**src/rft_pkg.sv**
```systemverilog
// Shared types and constants of the radial falloff texel pipeline.
// Used by every module under src; depends on nothing else.
package rft_pkg;

    // Width and reset value of the map size register
    localparam int              CFG_W          = 13;
    localparam logic [CFG_W-1:0] MAP_SIZE_RESET = 13'd64;

    // Width and full-scale value of the result byte
    localparam int           OUT_W   = 8;
    localparam logic [OUT_W-1:0] OUT_MAX = 8'd255;

    // Dependent steps folded into one stage of the divider and the root unit
    localparam int DIV_STEPS  = 4;
    localparam int SQRT_STEPS = 4;

    // Control that travels alongside each word
    typedef struct packed {
        logic valid;
        logic clamp;
    } t_ctrl;

endpackage

```
**src/rft_div.sv**
```systemverilog
// Pipelined restoring divider: quotient num * 2^(2*FRAC_BITS) / den.
// Needs rft_pkg for the stage depth and the control struct.
module rft_div import rft_pkg::*; #(
    parameter int FRAC_BITS = 16,
    parameter int DEN_W     = 26
) (
    input  logic                   i_clk,
    input  logic                   i_rst_n,
    input  t_ctrl                  i_ctrl,
    input  logic [DEN_W-1:0]       i_num,
    input  logic [DEN_W-1:0]       i_den,
    output t_ctrl                  o_ctrl,
    output logic [2*FRAC_BITS-1:0] o_quo
);

    localparam int Q_W  = 2 * FRAC_BITS;
    localparam int N_ST = (Q_W + DIV_STEPS - 1) / DIV_STEPS;
    localparam int ST_W = DEN_W + Q_W;

    // Run up to DIV_STEPS quotient bits; packs {remainder, quotient}
    function automatic logic [ST_W-1:0] f_stage(
        input logic [DEN_W-1:0] rem_in,
        input logic [Q_W-1:0]   quo_in,
        input logic [DEN_W-1:0] den,
        input int               base
    );
        logic [DEN_W:0] rem_v;
        logic [Q_W-1:0] quo_v;
        rem_v = {1'b0, rem_in};
        quo_v = quo_in;
        for (int j = 0; j < DIV_STEPS; j++) begin
            if (base + j < Q_W) begin
                rem_v = {rem_v[DEN_W-1:0], 1'b0};
                quo_v = {quo_v[Q_W-2:0], 1'b0};
                if (rem_v >= {1'b0, den}) begin
                    rem_v    = rem_v - {1'b0, den};
                    quo_v[0] = 1'b1;
                end
            end
        end
        return {rem_v[DEN_W-1:0], quo_v};
    endfunction

    t_ctrl            r_ctrl   [N_ST];
    logic [Q_W-1:0]   r_quo    [N_ST];
    logic [DEN_W-1:0] r_rem    [N_ST-1];
    t_ctrl            w_ctrl_in[N_ST];
    logic [Q_W-1:0]   w_quo_in [N_ST];
    logic [DEN_W-1:0] w_rem_in [N_ST];
    logic [ST_W-1:0]  w_step   [N_ST];

    for (genvar g = 0; g < N_ST; g++) begin : g_stage
        // Take the word from the port or from the stage before
        if (g == 0) begin : g_head
            assign w_ctrl_in[g] = i_ctrl;
            assign w_rem_in[g]  = i_num;
            assign w_quo_in[g]  = '0;
        end else begin : g_body
            assign w_ctrl_in[g] = r_ctrl[g-1];
            assign w_rem_in[g]  = r_rem[g-1];
            assign w_quo_in[g]  = r_quo[g-1];
        end

        assign w_step[g] = f_stage(w_rem_in[g], w_quo_in[g], i_den, g * DIV_STEPS);

        // Advance control and quotient
        always_ff @(posedge i_clk) begin
            if (!i_rst_n) begin
                r_ctrl[g] <= '0;
            end else begin
                r_ctrl[g] <= w_ctrl_in[g];
            end
            r_quo[g] <= w_step[g][Q_W-1:0];
        end

        // Hold the partial remainder for the next stage
        if (g < N_ST - 1) begin : g_rem
            always_ff @(posedge i_clk) begin
                r_rem[g] <= w_step[g][ST_W-1:Q_W];
            end
        end
    end

    assign o_ctrl = r_ctrl[N_ST-1];
    assign o_quo  = r_quo[N_ST-1];

endmodule

```
**config.mk**
```make
export PLATFORM = sky130hd
export DESIGN_NAME = rft_div
export DESIGN_NICKNAME = d
export VERILOG_FILES = /design/src/rft_pkg.sv /design/src/rft_div.sv
export SDC_FILE = /design/constraint.sdc
export NUM_CORES = 2
export LEC_CHECK = 0
export ABC_AREA = 1
export BUFFER_PORTS_ARGS = -buffer_cell sky130_fd_sc_hd__buf_2
export CAP_MARGIN = 15
export CORE_MARGIN = 1
export CORE_UTILIZATION = 25
export CTS_BUF_LIST = sky130_fd_sc_hd__clkbuf_4 sky130_fd_sc_hd__clkbuf_8
export CTS_CLUSTER_DIAMETER = 40
export CTS_CLUSTER_SIZE = 10
export DETAILED_ROUTE_END_ITERATION = 10
export PLACE_DENSITY = 0.46
export REMOVE_ABC_BUFFERS = 1
export SYNTH_ARGS = -nofsm -noshare
export SYNTH_HDL_FRONTEND = slang
export SYNTH_SLANG_ARGS = --single-unit
```
**constraint.sdc**
```tcl
create_clock -name i_clk -period 19.2 [get_ports i_clk]
set_input_delay 0.96 -clock i_clk [delete_from_list [all_inputs] [get_ports i_clk]]
set_output_delay 0.96 -clock i_clk [all_outputs]
set_load 0.1 [all_outputs]
```
==> qor.yml <==
worstPathRequired_ps: 19930
period_needed_ps: 12720
rsz0062_at_grt: "no"
worst_pin_slew_ps: 993
cts.clk_slew.worst_paths_ps: 70
cts_buffer_depth: 3
htree_levels: 3
track_usage_pct: 19.8
remaining_drc_errors: 10
synthFlopType: "dfxtp_1"
cap_viol_max_count: 0
synthTopCellsByCount: "3207 x nand2_1, 971 x inv_1, 924 x a21oi_1, 808 x ha_1, 709 x nor2_1"
syn2layout_area_growth_pct: 9.83
max_freq_mhz: 78.6
finalClockSkew_ps: 77.6
gp_congestion: 0.942
async_flop_share_pct: 0
gr-total-overflow: 0
yosysSeqAreaShare_pct: 11.4
yosysWarnings: 0
fin_tns_setup_ps: 0
relSlewSlack_pct: 33.7
hold_buffers: 0
ys_types: 68
start_util_pct: 25.2
post_cts_buffers: 0
critPathCaptureType: "register"
core_mm2: 0.238
slew_viol_final: 0
synth_top_cell_area_share_pct: 20.1
crit_path_frequent_cell: "nand3_1"
cts_inserted_buffers: 90
yosysTopAreaCell: "nand2_1"
yosysMostFrequentCell: "nand2_1"
status: "complete, but fails checks"
grt_pass1_wl_mm: 373
synth_edf_count: 0
ys_seq_elements: 342
fin_crit_sh_pct: 66.3
crit_type: "input pin to register"
dieArea_mm2: 0.242
drtPass1Iterations: 9
rows: 179
antenna_found_initial: 12
drt_iter0_drc: 5581
chipWidth_um: 492
via_per_inst: 4.99
die_h_um: 492
grt_max_degree: 43
arrival_ps: 13450
r2r_slack_ps: 7640
wl_per_cell_um: 18.7
cts_tree: "done"
clk_latency_ps: 900
cts_sinks: 342
vias: 66500
synthesis.area_mm2: 0.0600
ant_nets: 0
synth_cells: 10000
final_util_pct: 27.7
avgSynthCellArea_um2: 5.99
worst_setup_path_start_kind: "input pin"
cts_root_buffer: "clkbuf_8"
synthTopCellsByArea: "nand2_1 20%, ha_1 17%, dfxtp_1 11%"
hold_path_class: "input pin to register"
cp_max_fo: 31
cts_resized: 0
cp_slowest_stage_delay_ps: 760
finalWirelength_mm: 249
hold_viol: 0
grt_pass1_vias: 62500
violations: "DRC"
nets: 11000
dp_hpwl_mm: 200
port_buffers: 89
layout-drive-gt1-share_pct: 5.90
io_pins: 90
setup_viol: 0
crit_slowest_cell: "nand3_1"
==> metrics by stage <==
stage	std cells	instance area, µm²	worst slack (ps)	hold slack [ps]
floorplan	9814	58700	7870	310
global placement	13200	63700	5080	310
detailed placement	13200	63800	5550	312
CTS	13300	65900	6490	202
global route	13300	65900	5390	255
finish	13300	65900	6480	310
==> critical path: cells and delay by family <==
family,cells,cell delay (ps)
AND/OR/NAND/NOR,24,4850
AO/OA/AOI/OAI,13,3360
buffers and inverters,9,2650
adder cells (fa/ha/maj),4,1510
==> metal layers <==
metal	vias up	track usage [%]	share of wire [%]
met1	30700	26.8	47
met4	0	6.90	3.5
met5	-	0	0
met3	348	2.43	5.2
met2	1934	32.1	44
li1	33500	-	-
==> final cells by class <==
class / count / area (µm²)
Clock inverter: 65 / 726
Fill cell: 27100 / 172000
Antenna cell: 9 / 22.5
Sequential cell: 342 / 6850
Clock buffer: 103 / 1400
Tap cell: 3167 / 3960
Multi-Input combinational cell: 8478 / 48100
Inverter: 994 / 3750
Timing Repair Buffer: 172 / 1120
==> path summary, 6_finish.rpt <==
check / from / end / depth (start not counted)
max reg2reg: r_rem[5][7] / r_rem[6][2] / 46
min reg2reg: r_quo[0][39] / r_quo[0][75] / 0
min: i_ctrl[0] / r_ctrl[0][0] / 3
max: i_den[17] / r_rem[6][2] / 50
==> flip-flops by register name, indices dropped and copies added (netlist names) <==
signal and count:
r_rem 182, r_ctrl 16, r_quo 144
==> layout by cell type (no fill, tap or decap), types with 12 or more instances in the layout <==
master / count
clkinv_2: 20
nor2_1: 708
nand4_1: 113
buf_4: 81
buf_2: 88
nor4_1: 45
nand2_1: 3207
inv_1: 946
a21o_1: 85
nand3_2: 35
nor2_4: 12
xor2_1: 343
a31oi_1: 41
a21oi_1: 922
xnor2_1: 329
o21bai_1: 63
nand3b_1: 29
a31o_2: 12
o211ai_1: 29
or2_2: 69
nand2_2: 24
nor2_2: 12
clkbuf_8: 100
o21ai_0: 615
a21boi_0: 16
nor3_1: 96
inv_2: 35
nand3_1: 586
dfxtp_1: 342
o21a_1: 49
a21oi_2: 16
ha_1: 808
clkinvlp_4: 19
a211oi_1: 18
o21ai_1: 100
clkinv_4: 13
==> kinds of logic after synthesis <==
logic type,count (synthesis),synth area share [%]
flip-flops,342,11.4
AO/OA/AOI/OAI,2018,18.6
adder cells (fa/ha/maj),816,17.1
AND/OR/NAND/NOR,4972,34.6
XOR/XNOR,672,9.81
buffers and inverters,1203,8.49
Power is left out: the tool's default activity adds up to more than one toggle a clock period on the data nets, which glitch-free logic cannot reach.
