<file path="src/rft_pkg.sv">
// Shared types and constants of the radial falloff texel pipeline.
// Used by every module under src; depends on nothing else.
package rft_pkg;

    // Width and reset value of the map size register
    localparam int              CFG_W          = 13;
    localparam logic [CFG_W-1:0] MAP_SIZE_RESET = 13'd64;

    // Width and full-scale value of the result byte
    localparam int           OUT_W   = 8;
    localparam logic [OUT_W-1:0] OUT_MAX = 8'd255;

    // Dependent steps folded into one stage of the divider and the root unit
    localparam int DIV_STEPS  = 4;
    localparam int SQRT_STEPS = 4;

    // Control that travels alongside each word
    typedef struct packed {
        logic valid;
        logic clamp;
    } t_ctrl;

endpackage

</file>
<file path="src/rft_falloff.sv">
// Hermite falloff 1 - 3d^2 + 2d^3 and byte scaling, three register stages.
// Needs rft_pkg for the control struct and the output width.
module rft_falloff import rft_pkg::*; #(
    parameter int FRAC_BITS = 16
) (
    input  logic                 i_clk,
    input  logic                 i_rst_n,
    input  t_ctrl                i_ctrl,
    input  logic [FRAC_BITS-1:0] i_root,
    output logic                 o_valid,
    output logic [OUT_W-1:0]     o_intensity
);

    localparam int F = FRAC_BITS;
    localparam logic [F:0]   ONE       = {1'b1, {F{1'b0}}};
    localparam logic [F+1:0] THREE_ONE = {2'b11, {F{1'b0}}};

    logic [2:0]       r_valid;
    logic [F:0]       r_d2;
    logic [F+1:0]     r_t;
    logic [F:0]       r_h;
    logic [OUT_W-1:0] r_out;

    logic [F:0]       w_d;
    logic [2*F+1:0]   w_dd;
    logic [2*F+2:0]   w_pt;
    logic [F+2:0]     w_p;
    logic [F:0]       n_h;
    logic [F+8:0]     w_hs;

    // Stage 1: clamp the distance, square it, form 3 - 2d
    assign w_d  = i_ctrl.clamp ? ONE : {1'b0, i_root};
    assign w_dd = (2*F+2)'(w_d) * (2*F+2)'(w_d);

    // Stage 2: p = d^2 * (3 - 2d), saturate, h = 1 - p
    assign w_pt = (2*F+3)'(r_d2) * (2*F+3)'(r_t);
    assign w_p  = w_pt[2*F+2:F];
    assign n_h  = (w_p > (F+3)'(ONE)) ? '0 : ONE - w_p[F:0];

    // Stage 3: scale by full-scale byte and truncate
    assign w_hs = (F+9)'(r_h) * (F+9)'(OUT_MAX);

    always_ff @(posedge i_clk) begin
        if (!i_rst_n) begin
            r_valid <= '0;
        end else begin
            r_valid <= {r_valid[1:0], i_ctrl.valid};
        end
        r_d2  <= w_dd[2*F:F];
        r_t   <= THREE_ONE - {w_d, 1'b0};
        r_h   <= n_h;
        r_out <= w_hs[F+OUT_W-1:F];
    end

    assign o_valid     = r_valid[2];
    assign o_intensity = r_out;

endmodule

</file>
<file path="config.mk">
export PLATFORM = sky130hd
export DESIGN_NAME = rft_falloff
export DESIGN_NICKNAME = d
export VERILOG_FILES = /design/src/rft_pkg.sv /design/src/rft_falloff.sv
export SDC_FILE = /design/constraint.sdc
export NUM_CORES = 1
export LEC_CHECK = 0
export CAP_MARGIN = 20
export CORE_MARGIN = 4
export CORE_UTILIZATION = 30
export DETAILED_ROUTE_END_ITERATION = 8
export DONT_BUFFER_PORTS = 1
export PLACE_DENSITY = 0.44
export SLEW_MARGIN = 0
export SYNTH_ARGS = -nofsm -noshare
export SYNTH_HDL_FRONTEND = slang
export SYNTH_SLANG_ARGS = --single-unit
</file>
<file path="constraint.sdc">
create_clock -name i_clk -period 7.2 [get_ports i_clk]
set_clock_uncertainty 0.1 [all_clocks]
set_input_delay 0.36 -clock i_clk [delete_from_list [all_inputs] [get_ports i_clk]]
set_output_delay 0.36 -clock i_clk [all_outputs]
set_load 0.005 [all_outputs]
</file>
==> run_results.csv <==
group,metric,value,unit
setup_path,reg2reg_depth,23,
synth,ys.flop_type,"dfxtp_1",
sta,rsz0062_at_grt,"yes",
synth,yosysSeqAreaShare,5.720,%
sta,min_period_over_period,97.46,%
flow_run,max_cap_viol_count,0,
place,portBuffers,0,
drt,drt_first_iter_violations,561,
synth,synthArstFlopShare,0,%
place,hpwl,46040,µm
floorplan,die-area,0.07670,mm²
setup_path,setup.worst_path.start_class,"flip-flop",
setup_path,r2r-start,"r_t[11]$_DFF_P_",
synth,yosysMostFrequentCell,"inv_1",
clock_tree,cts_max_level,3,
synth,ys_types,71,
setup_path,cp_max_fo,5,
drt,via_per_inst,4.361,
clock_tree,clk_latency,0.37,ns
synth,synth_cells,2380,
clock_tree,cts_buffers,9,
synth,synth_area_leaders,"fa_1 45%, ha_1 14%, inv_1 11%",
grt,overflow,0,
floorplan,initial_core_util,30.30,%
hold_path,min_path_cells,3,
hold_path,hp-start,"i_root[8]",
hold_path,hold_class,"in2reg",
clock_tree,cts.sinks,62,
synth,synthesis.area,0.02170,mm²
clock_tree,clockBufferDepth,2,
setup_path,critical_path_required,7.39,ns
final_layout,final_layout_size_suffix_gt1_share,12.16,%
floorplan,fp.dieH,276.9,µm
drt,routed_wl,52610,µm
clock_tree,cts.clk_slew.worst_paths,0.06,ns
grt,antenna_found_initial,0,
grt,grt_pass1_wl,89060,µm
synth,yosysWarningCount,0,
hold_path,holdPathEnd,"r_t[10]$_DFF_P_",
place,place_congestion,0.8315,
drt,avgRoutedWirePerCell,15.13,µm
floorplan,boundaryPins,29,
floorplan,die_w,276.9,µm
sta,slew_violations,0,
sta,tightest_slew,0.7518,ns
synth,yosys-top-cells-count,"641 x inv_1, 486 x fa_1, 265 x nand2_1",
setup_path,r2r_slack,0.18,ns
floorplan,rows,98,
setup_path,end_kind,"flip-flop",
sta,timing.fmax,0.1425,GHz
drt,dr.pass1.iters,7,
setup_path,worstPathArrival,7.20,ns
grt,grt_start_max_net_pins,23,
setup_path,crit_type,"reg2reg",
synth,synth.avg_cell_area,9.117,µm²
drt,vias,15160,
drt,drc,0,
sta,min_period,7.017,ns
clock_tree,clockRootBuffer,"clkbuf_16",
grt,grtUsageTotal,14.25,%
synth,synth_edf_count,0,
drt,antenna_left,0,
sta,setup_viol,0,
sta,relSlewSlack,48.59,%
sta,hold_viol,0,
status,status,"finished clean",
final_layout,area_delta_synth_final,14.95,%
final_layout,nNetsFinal,3272,
synth,synth_top_cell_by_area,"fa_1",
setup_path,r2r_end,"r_h[12]$_SDFF_PN0_",
synth,yosys.area.top_type_share,44.84,%
setup_path,cp-startpoint,"r_t[11]$_DFF_P_",
synth,ys_ff_latch,62,
grt,first_global_vias,17270,
clock_tree,cts_tree,"built",
sta,setup_tns,0,ns
floorplan,coreArea,0.07161,mm²
==> cells by family (layout without fill, tap and decap cells) <==
logic type	after synthesis	after routing	share of synthesized area (%)
fa+ha+maj	733	733	59.08
buf+inv	718	840	12.48
simple gates	624	624	14.23
compound gates	170	170	5.570
xor+xnor	69	69	2.785
flops	62	62	5.720
other cells	2	27	0.03461
mux	2	2	0.09803
==> repair_timing <==
action / 4_1_cts / 5_1_grt
cloned: 0 / 1
setup endpoints to repair: 16 / 16
hold buffers: 3 / 1
pin swaps: 10 / 44
hold endpoints to repair: 5 / 1
resized for setup: 33 / 105
buffers inserted: 7 / 13
==> critical path, stage by stage, from the launching register on <==
cell and delay [ns]:
dfxtp_4 0.38, buf_4 0.14, and2_1 0.16, fa_1 0.53, inv_1 0.05, fa_1 0.48
fa_2 0.55, inv_1 0.06, fa_2 0.48, fa_1 0.54, inv_1 0.05, fa_1 0.52
inv_1 0.06, ha_4 0.27, a21oi_2 0.16, o21bai_2 0.09, a211o_1 0.28, o21a_4 0.24
a21oi_4 0.14, xnor2_2 0.09, or4_4 0.57, o31a_1 0.34, or4_4 0.49, a211oi_2 0.18
==> area by class of cell <==
cell class | instances | area, µm²
fillers | 7489 | 46670
multi-input cells | 1622 | 18240
inverters | 641 | 2406
repair buffers | 183 | 1490
flip-flops and latches | 62 | 1306
well taps | 950 | 1189
clock buffers | 9 | 225.2
clock inverters | 7 | 80.08
diodes | 3 | 7.507
==> routing by layer <==
layer	global-route usage, %	vias up	part of all wire [%]
met2	24.74	164	48
met3	1.737	40	2.8
li1	-	7333	-
met4	2.273	0	1.2
met1	19.48	7625	48
met5	0	-	0
==> placed cells by master, fill, tap and decap left out, types with 6 or more instances in the layout <==
cell type / instances
nor2b_1: 20
dfxtp_2: 13
inv_1: 633
inv_2: 8
a21oi_1: 37
nand2_1: 260
dfxtp_4: 13
nand2b_1: 8
and2_1: 182
clkbuf_16: 9
nor3_1: 27
fa_2: 6
and3_1: 9
a21oi_2: 6
o21ai_0: 21
buf_4: 160
a21o_1: 16
nand4_1: 10
nor3_2: 6
xor2_1: 22
conb_1: 24
a211o_1: 7
nand3_1: 16
xnor2_1: 45
o21a_1: 14
nor2_1: 47
buf_6: 13
a31oi_1: 7
fa_1: 480
ha_4: 8
ha_1: 238
dfxtp_1: 36
==> stage by stage <==
stage | util (%) | hold WS, ns | cell area, µm² | instances | setup WS (ns)
2_1_floorplan | - | 0.3057 | 21850 | 2402 | 0.004439
3_3_place_gp | 33.43 | 0.3095 | 23940 | 3434 | -0.1328
3_5_place_dp | 33.43 | 0.3212 | 23940 | 3434 | -0.2741
4_1_cts | 34.08 | 0.004094 | 24400 | 3460 | 0.003170
5_1_grt | 34.82 | 0.05521 | 24940 | 3474 | -0.02944
6_report | 34.83 | 0.07397 | 24940 | 3477 | 0.1825
==> flip-flops by register name (all words and copies together) (netlist names) <==
name	count
r_t	17
r_valid	3
o_intensity	8
r_h	17
r_d2	17
==> worst max-delay path by stage <==
stage	end	slack [ns]	cells after the start
4_1_cts	r_h[12]$_SDFF_PN0_	0.003	22
5_1_grt	r_h[12]$_SDFF_PN0_	-0.03	24
3_5_place_dp	r_h[12]$_SDFF_PN0_	-0.27	22
2_1_floorplan	r_h[12]$_SDFF_PN0_	0.004	24
6_report	r_h[12]$_SDFF_PN0_	0.18	23
3_3_place_gp	r_h[12]$_SDFF_PN0_	-0.13	22
Power is left out: the tool's default activity adds up to more than one toggle a clock period on the data nets, which glitch-free logic cannot reach.
