$ cat src/rft_pkg.sv
// Shared types and constants of the radial falloff texel pipeline.
// Used by every module under src; depends on nothing else.
package rft_pkg;

    // Width and reset value of the map size register
    localparam int              CFG_W          = 13;
    localparam logic [CFG_W-1:0] MAP_SIZE_RESET = 13'd64;

    // Width and full-scale value of the result byte
    localparam int           OUT_W   = 8;
    localparam logic [OUT_W-1:0] OUT_MAX = 8'd255;

    // Dependent steps folded into one stage of the divider and the root unit
    localparam int DIV_STEPS  = 4;
    localparam int SQRT_STEPS = 4;

    // Control that travels alongside each word
    typedef struct packed {
        logic valid;
        logic clamp;
    } t_ctrl;

endpackage

$ cat src/rft_sqrt.sv
// Pipelined digit-by-digit integer square root, one root bit per step.
// Needs rft_pkg for the stage depth and the control struct.
module rft_sqrt import rft_pkg::*; #(
    parameter int FRAC_BITS = 16
) (
    input  logic                   i_clk,
    input  logic                   i_rst_n,
    input  t_ctrl                  i_ctrl,
    input  logic [2*FRAC_BITS-1:0] i_rad,
    output t_ctrl                  o_ctrl,
    output logic [FRAC_BITS-1:0]   o_root
);

    localparam int F    = FRAC_BITS;
    localparam int N_ST = (F + SQRT_STEPS - 1) / SQRT_STEPS;
    localparam int ST_W = 4 * F;

    // Run up to SQRT_STEPS root bits; packs {remainder, root, radicand left}
    function automatic logic [ST_W-1:0] f_stage(
        input logic [F-1:0]   rem_in,
        input logic [F-1:0]   root_in,
        input logic [2*F-1:0] rad_in,
        input int             base
    );
        logic [F+1:0]   rem_v;
        logic [F+1:0]   trial;
        logic [F-1:0]   root_v;
        logic [2*F-1:0] rad_v;
        rem_v  = {2'b00, rem_in};
        root_v = root_in;
        rad_v  = rad_in;
        for (int j = 0; j < SQRT_STEPS; j++) begin
            if (base + j < F) begin
                rem_v = {rem_v[F-1:0], rad_v[2*F-1:2*F-2]};
                rad_v = {rad_v[2*F-3:0], 2'b00};
                trial = {root_v, 2'b01};
                if (rem_v >= trial) begin
                    rem_v  = rem_v - trial;
                    root_v = {root_v[F-2:0], 1'b1};
                end else begin
                    root_v = {root_v[F-2:0], 1'b0};
                end
            end
        end
        return {rem_v[F-1:0], root_v, rad_v};
    endfunction

    t_ctrl          r_ctrl    [N_ST];
    logic [F-1:0]   r_root    [N_ST];
    logic [F-1:0]   r_rem     [N_ST-1];
    logic [2*F-1:0] r_rad     [N_ST-1];
    t_ctrl          w_ctrl_in [N_ST];
    logic [F-1:0]   w_rem_in  [N_ST];
    logic [F-1:0]   w_root_in [N_ST];
    logic [2*F-1:0] w_rad_in  [N_ST];
    logic [ST_W-1:0] w_step   [N_ST];

    for (genvar g = 0; g < N_ST; g++) begin : g_stage
        // Take the word from the port or from the stage before
        if (g == 0) begin : g_head
            assign w_ctrl_in[g] = i_ctrl;
            assign w_rem_in[g]  = '0;
            assign w_root_in[g] = '0;
            assign w_rad_in[g]  = i_rad;
        end else begin : g_body
            assign w_ctrl_in[g] = r_ctrl[g-1];
            assign w_rem_in[g]  = r_rem[g-1];
            assign w_root_in[g] = r_root[g-1];
            assign w_rad_in[g]  = r_rad[g-1];
        end

        assign w_step[g] = f_stage(w_rem_in[g], w_root_in[g], w_rad_in[g], g * SQRT_STEPS);

        // Advance control and partial root
        always_ff @(posedge i_clk) begin
            if (!i_rst_n) begin
                r_ctrl[g] <= '0;
            end else begin
                r_ctrl[g] <= w_ctrl_in[g];
            end
            r_root[g] <= w_step[g][3*F-1:2*F];
        end

        // Hold remainder and unused radicand bits for the next stage
        if (g < N_ST - 1) begin : g_rem
            always_ff @(posedge i_clk) begin
                r_rem[g] <= w_step[g][4*F-1:3*F];
                r_rad[g] <= w_step[g][2*F-1:0];
            end
        end
    end

    assign o_ctrl = r_ctrl[N_ST-1];
    assign o_root = r_root[N_ST-1];

endmodule

$ cat config.mk
export PLATFORM = sky130hd
export DESIGN_NAME = rft_sqrt
export DESIGN_NICKNAME = d
export VERILOG_FILES = /design/src/rft_pkg.sv /design/src/rft_sqrt.sv
export SDC_FILE = /design/constraint.sdc
export NUM_CORES = 1
export LEC_CHECK = 0
export BUFFER_PORTS_ARGS = -buffer_cell sky130_fd_sc_hd__buf_2
export CAP_MARGIN = 25
export CORE_AREA = 8 8 162 164
export DETAILED_ROUTE_END_ITERATION = 12
export DIE_AREA = 0 0 170 172
export GPL_TIMING_DRIVEN = 0
export PLACE_DENSITY = 0.73
export RECOVER_POWER = 100
export SYNTH_ARGS = -nofsm -noshare
export SYNTH_HDL_FRONTEND = slang
export SYNTH_SLANG_ARGS = --single-unit
$ cat constraint.sdc
create_clock -name i_clk -period 8.56 [get_ports i_clk]
set_clock_uncertainty 0.15 [all_clocks]
set_input_delay 0 -clock i_clk [delete_from_list [all_inputs] [get_ports i_clk]]
set_output_delay 0 -clock i_clk [all_outputs]
set_load 0.005 [all_outputs]
==> results of run 1 <==
==> final cells by class <==
cell class	count	share of cell area (%)
Buffer	27	1.77
Clock buffer	17	2.47
Clock inverter	15	0.972
Inverter	114	2.73
Multi-Input combinational cell	1383	64.3
Sequential cell	144	16.8
Tap cell	324	2.35
Timing Repair Buffer	197	8.57
==> worst max-delay path, delay by kind of cell, from the launching register on <==
kind / cells / cell delay (ns)
AOI/OAI and AO/OA: 7 / 1.20
adders and majority gates: 4 / 1.36
buffers and inverters: 6 / 0.87
DFF: 1 / 0.35
muxes: 3 / 1.09
and+or+nand+nor: 18 / 3.26
==> placed cells by master (no fill, tap or decap), drive strengths merged, types with 43 or more instances in the layout <==
cell / instances
buf: 177
ha: 151
dfxtp: 144
a21oi: 137
nor2: 129
nand2: 128
inv: 119
o21ai: 107
xnor2: 102
a21o: 51
nor3: 47
nand3: 43
==> routing by layer <==
metal	track usage [%]	routed length, um	vias up
li1	-	-	6563
met1	31.3	16900	6321
met2	41.7	18900	540
met3	3.15	2300	96
met4	10.2	1370	0
met5	0	0	-
==> kinds of logic after synthesis <==
family / after synthesis / share of synthesized area [%]
compound gates: 513 / 25.6
fa+ha+maj: 151 / 14.3
other cells: 1 / 0.0283
mux: 47 / 4.02
flops: 144 / 21.8
simple gates: 528 / 20.6
buf+inv: 145 / 4.38
xor+xnor: 142 / 9.38
==> stage by stage <==
stage / worst slack, ns / hold slack [ns] / power (uW) / TNS (ns)
finish: 0.144 / 0.0337 / 6410 / 0
global route: -0.209 / 0.0479 / 6840 / -1.82
CTS: 0.000128 / 0.0102 / 5680 / 0
detailed placement: -2.38 / -0.0464 / 4520 / -60.63
global placement: -2.29 / -0.0481 / 4460 / -58.48
floorplan: 0.00845 / -0.122 / 3760 / 0
==> report_power, final <==
group          leakage [uW]  internal (uW)  switching, uW
combinational       0.00608           2170           2530
clock              0.000292            417            343
sequential          0.00120            820            132
==> final timing paths <==
check / start / endpoint / slack, ns
worst max register to register: r_root[1][7] / r_rem[0][47] / 0.14
worst max-delay path: r_root[1][7] / r_rem[0][47] / 0.14
worst min register to register: r_rad[0][1] / r_rad[0][33] / 0.17
worst min-delay path: i_rad[28] / r_rem[0][15] / 0.03
==> registers in the layout (all words and copies together) (netlist names) <==
register	count
r_ctrl	8
r_rad	48
r_rem	48
r_root	40
==> repair_timing <==
item | CTS | global route
resized for setup | 141 | 209
endpoints found under the hold margin | 38 | 0
pin swaps | 31 | 83
setup endpoints to repair | 36 | 35
setup buffers | 40 | 64
hold buffers | 39 | 0
cloned | 0 | 2
==> results.toml, run 1 <==
[run_status]
status = "completed"

[place]
place_area_mm2 = 0.0140
placed_cells = 2049
gp_congestion = 0.938
numPortBuffers = 53
post-dp-hpwl_um = 27500

[clocking]
cts_tree = "yes"
cts_inserted_buffers = 17
clk_pin_slew_ns = 0.07
htreeDepth = 4
clock_latency_ns = 0.44
cts_buffer_depth = 2
cts-root-buf = "clkbuf_16"
cts.sinks = 144

[sta]
max_freq_mhz = 119
rsz0062_at_grt = "yes"
setup-violations-final = 0
slew_viol_final = 0
period_needed_ns = 8.42
slew_headroom_pct = 46.2
finalHoldViolCount = 0
fin_crit_sh_pct = 98.3
worst_pin_slew_ns = 0.786

[global_route]
grt_usage_pct = 24.6
grt_pass1_vias = 12200
grt-ovfl-total = 0
grt_max_degree = 17
antenna_found_initial = 0
grt_pass1_wl_um = 59200

[worst_setup_path]
startpoint_type = "flop"
critPathSlowestCell = "or4_4"
worst_setup_path_end_kind = "flop"
cp.arrival_ns = 8.59
cp.required_ns = 8.74
critPathKind = "reg2reg"
critPathMaxFanout = 8
worstRegToRegCells = 38
cpPeakStageDelay_ns = 0.54

[layout]
fillers = 1795
drive_gt1_share_pct = 25.9
utilization_pct = 72.4
area_delta_synth_final_pct = 30.1
nNetsFinal = 2071
num_antenna_cells = 0
seq_area_mm2 = 0.00290
stdcell_area_mm2 = 0.0172
multi_input_area_mm2 = 0.0111
layoutNonFillerInstCount = 2221

[floorplanning]
dieArea_mm2 = 0.0292
initial_core_util_pct = 55.6
io_pins = 54
fp-row-count = 57
die_w_um = 170
core_area_mm2 = 0.0238
chipHeight_um = 172

[route]
totalWireLength_um = 39500
drcViolationCount = 0
drt_iter0_markers = 1169
drtAntennaViolNets = 0
first_pass_iters = 7
vias = 13500
viasPerCell = 6.09
post_drt_wl_per_cell_um = 17.8

[synthesis]
ys_async_sr_fraction_pct = 0
synthCells = 1671
syn-cell-area_mm2 = 0.0133
synth.avg_cell_area_um2 = 7.93
synth.area.top_cells = "dfxtp_1, ha_1, xnor2_1, a21oi_1, o21ai_0"
ys.flop_type = "dfxtp_1"
yosysTopAreaCell = "dfxtp_1"
yosys_warnings = 0
synth_top_cell_area_share_pct = 21.8
synth_cell_types = 99
synth_most_common_cell = "ha_1"
ys_seq_area_share_pct = 21.8
synth_common_cells = "ha_1, dfxtp_1, a21oi_1"
ys_ff_latch = 144
synth_edf_count = 0

[power]
vdd_ir_drop_max_uv = 205
leakage_uw = 0.00757
power-per-cell-area_mw_per_mm2 = 372

[min_path]
hold_depth = 5
hp-class = "in2reg"

[run]
cap_violations = 0
Power figures use the tool's default switching activity.
==> run 2: changes to the inputs <==
--- a/config.mk
+++ b/config.mk
@@ -11,6 +11,7 @@
 export DETAILED_ROUTE_END_ITERATION = 12
 export DIE_AREA = 0 0 170 172
 export GPL_TIMING_DRIVEN = 0
+export HOLD_SLACK_MARGIN = 0.06
 export PLACE_DENSITY = 0.73
 export RECOVER_POWER = 100
 export SYNTH_ARGS = -nofsm -noshare
==> results.toml, run 2 (synthesis gave the netlist of run 1 again) <==
[run_status]
status = "completed"

[worst_setup_path]
worstRegToRegCells = 38
crit_cells = 38
critPathSlowestCell = "or4_4"
critPathKind = "reg2reg"
critPathMaxFanout = 8
crit_path_end = "r_rem[0][47]"
cp.arrival_ns = 8.63
cp.required_ns = 8.74
crit_path_start = "r_root[1][7]"
timing.rr.end = "r_rem[0][47]"
cp.buffers_inverters = 6
cpPeakStageDelay_ns = 0.54
r2r_slack_ns = 0.10
worst_setup_path_end_kind = "flop"
r2r-start = "r_root[1][7]"
startpoint_type = "flop"
crit_family = "simple AND/OR/NAND/NOR gates"

[clocking]
clock_latency_ns = 0.44
clk_pin_slew_ns = 0.07
cts_buffer_depth = 2
htreeDepth = 4
cts-root-buf = "clkbuf_16"
cts_tree = "yes"
cts.sinks = 144
cts_inserted_buffers = 17

[floorplanning]
initial_core_util_pct = 55.6
fp-row-count = 57
die_w_um = 170
chipHeight_um = 172
dieArea_mm2 = 0.0292
core_area_mm2 = 0.0238
io_pins = 54

[global_route]
grt_usage_pct = 24.9
antenna_found_initial = 0
grt-ovfl-total = 0
grt_pass1_vias = 12300
grt_max_degree = 17
grt_pass1_wl_um = 59800

[power]
combPwrFrac_pct = 73.4
vdd_ir_drop_max_uv = 209
power-per-cell-area_mw_per_mm2 = 370
total_power_uw = 6460
seq_power_share_pct = 14.8
p_sw_share_pct = 47.0
leakage_uw = 0.00767
p_clk_share_pct = 11.8
p_int_uw = 3420
p_switching_uw = 3040

[layout]
seq_area_mm2 = 0.00289
nNetsFinal = 2093
drive_gt1_share_pct = 25.4
biggestRegsByFlops = "r_rad x48, r_rem x48, r_root x40"
num_antenna_cells = 0
final_cell_mix = "dfxtp_1, nor2_1, nand2_1"
fillers = 1777
final_common_cell = "dfxtp_1"
multi_input_area_mm2 = 0.0111
area_delta_synth_final_pct = 31.7

[route]
post_drt_wl_per_cell_um = 18.0
drt_iter0_markers = 1151
first_pass_iters = 6
viasPerCell = 6.08
drtAntennaViolNets = 0
totalWireLength_um = 40400
vias = 13600
drcViolationCount = 0

[sta]
max_freq_mhz = 118
slew_viol_final = 0
finalHoldViolCount = 0
holdWs_ns = 0.133
fin_crit_sh_pct = 98.8
setup-violations-final = 0
period_needed_ns = 8.46
worst_pin_slew_ns = 0.780
slew_headroom_pct = 46.6
rsz0062_at_grt = "yes"

[place]
numPortBuffers = 53
gp_congestion = 0.938
post-dp-hpwl_um = 27500

[min_path]
hp-class = "in2reg"

[run]
cap_violations = 0
## run 2: changes by cell type in the layout (fill, tap and decap cells not counted), sizes merged
cell	delta
buf	-4
clkbuf	+1
dlygate4sd3	+25
## run 2: layout make-up
class                      instances  share of cell area [%]
multi-input combinational       1383                    63.5
sequential                       144                    16.6
timing repair buffer             219                    9.80
inverter                         114                    2.69
clock buffer                      17                    2.44
tap                              324                    2.32
buffer                            27                    1.72
clock inverter                    15                   0.960
## run 2: power groups by stage
stage               registers (uW)  clock network, uW  logic, uW
floorplan                      903                  0       2850
global placement               938                  0       3520
detailed placement             940                  0       3590
CTS                            937                770       3990
global route                   967                798       5110
finish                         955                762       4740
## run 2: routing by layer
metal	global-route usage, %	part of all wire, %
met3	3.24	5.5
met2	42.5	48
met5	0	0
met4	10.2	3.5
met1	31.4	43
## run 2: through the flow
step                      instance area [um^2]  setup TNS (ns)  cells  setup slack (ns)  util (%)
after global placement                   14000          -58.48   2049             -2.29      58.7
after floorplan                          13300               0   1672           0.00845         -
final                                    17500               0   2243             0.103      73.3
after detailed placement                 14000          -60.63   2049             -2.38      58.7
after global routing                     17500           -1.91   2243            -0.213      73.3
after CTS                                16100               0   2183          0.000128      67.7
## run 2: how the worst min path moves through the flow
stage	start	slack [ns]	cells after the start	to
floorplan	i_rad[0]	-0.12	0	r_rad[0][0]
global placement	i_rad[4]	-0.05	1	r_rad[0][4]
detailed placement	i_rad[3]	-0.05	1	r_rad[0][3]
CTS	i_rad[28]	0.13	5	r_rem[0][4]
global route	r_rad[0][38]	0.18	0	r_rad[0][70]
finish	i_rad[28]	0.13	5	r_rem[0][4]
## run 2: tightest hold or removal path: cells and delay by family
kind            cells  cell delay [ns]
compound gates      1             0.07
xor+xnor            1             0.14
fa+ha+maj           1             0.25
buf+inv             1             0.14
simple gates        1             0.07
## run 2: repair_timing
action | 4_1_cts | 5_1_grt
pin swaps | 31 | 84
hold buffers | 64 | 0
cloned | 0 | 2
setup buffers | 40 | 60
hold endpoints to repair | 40 | 0
gates resized for setup | 141 | 205
setup endpoints to repair | 36 | 35
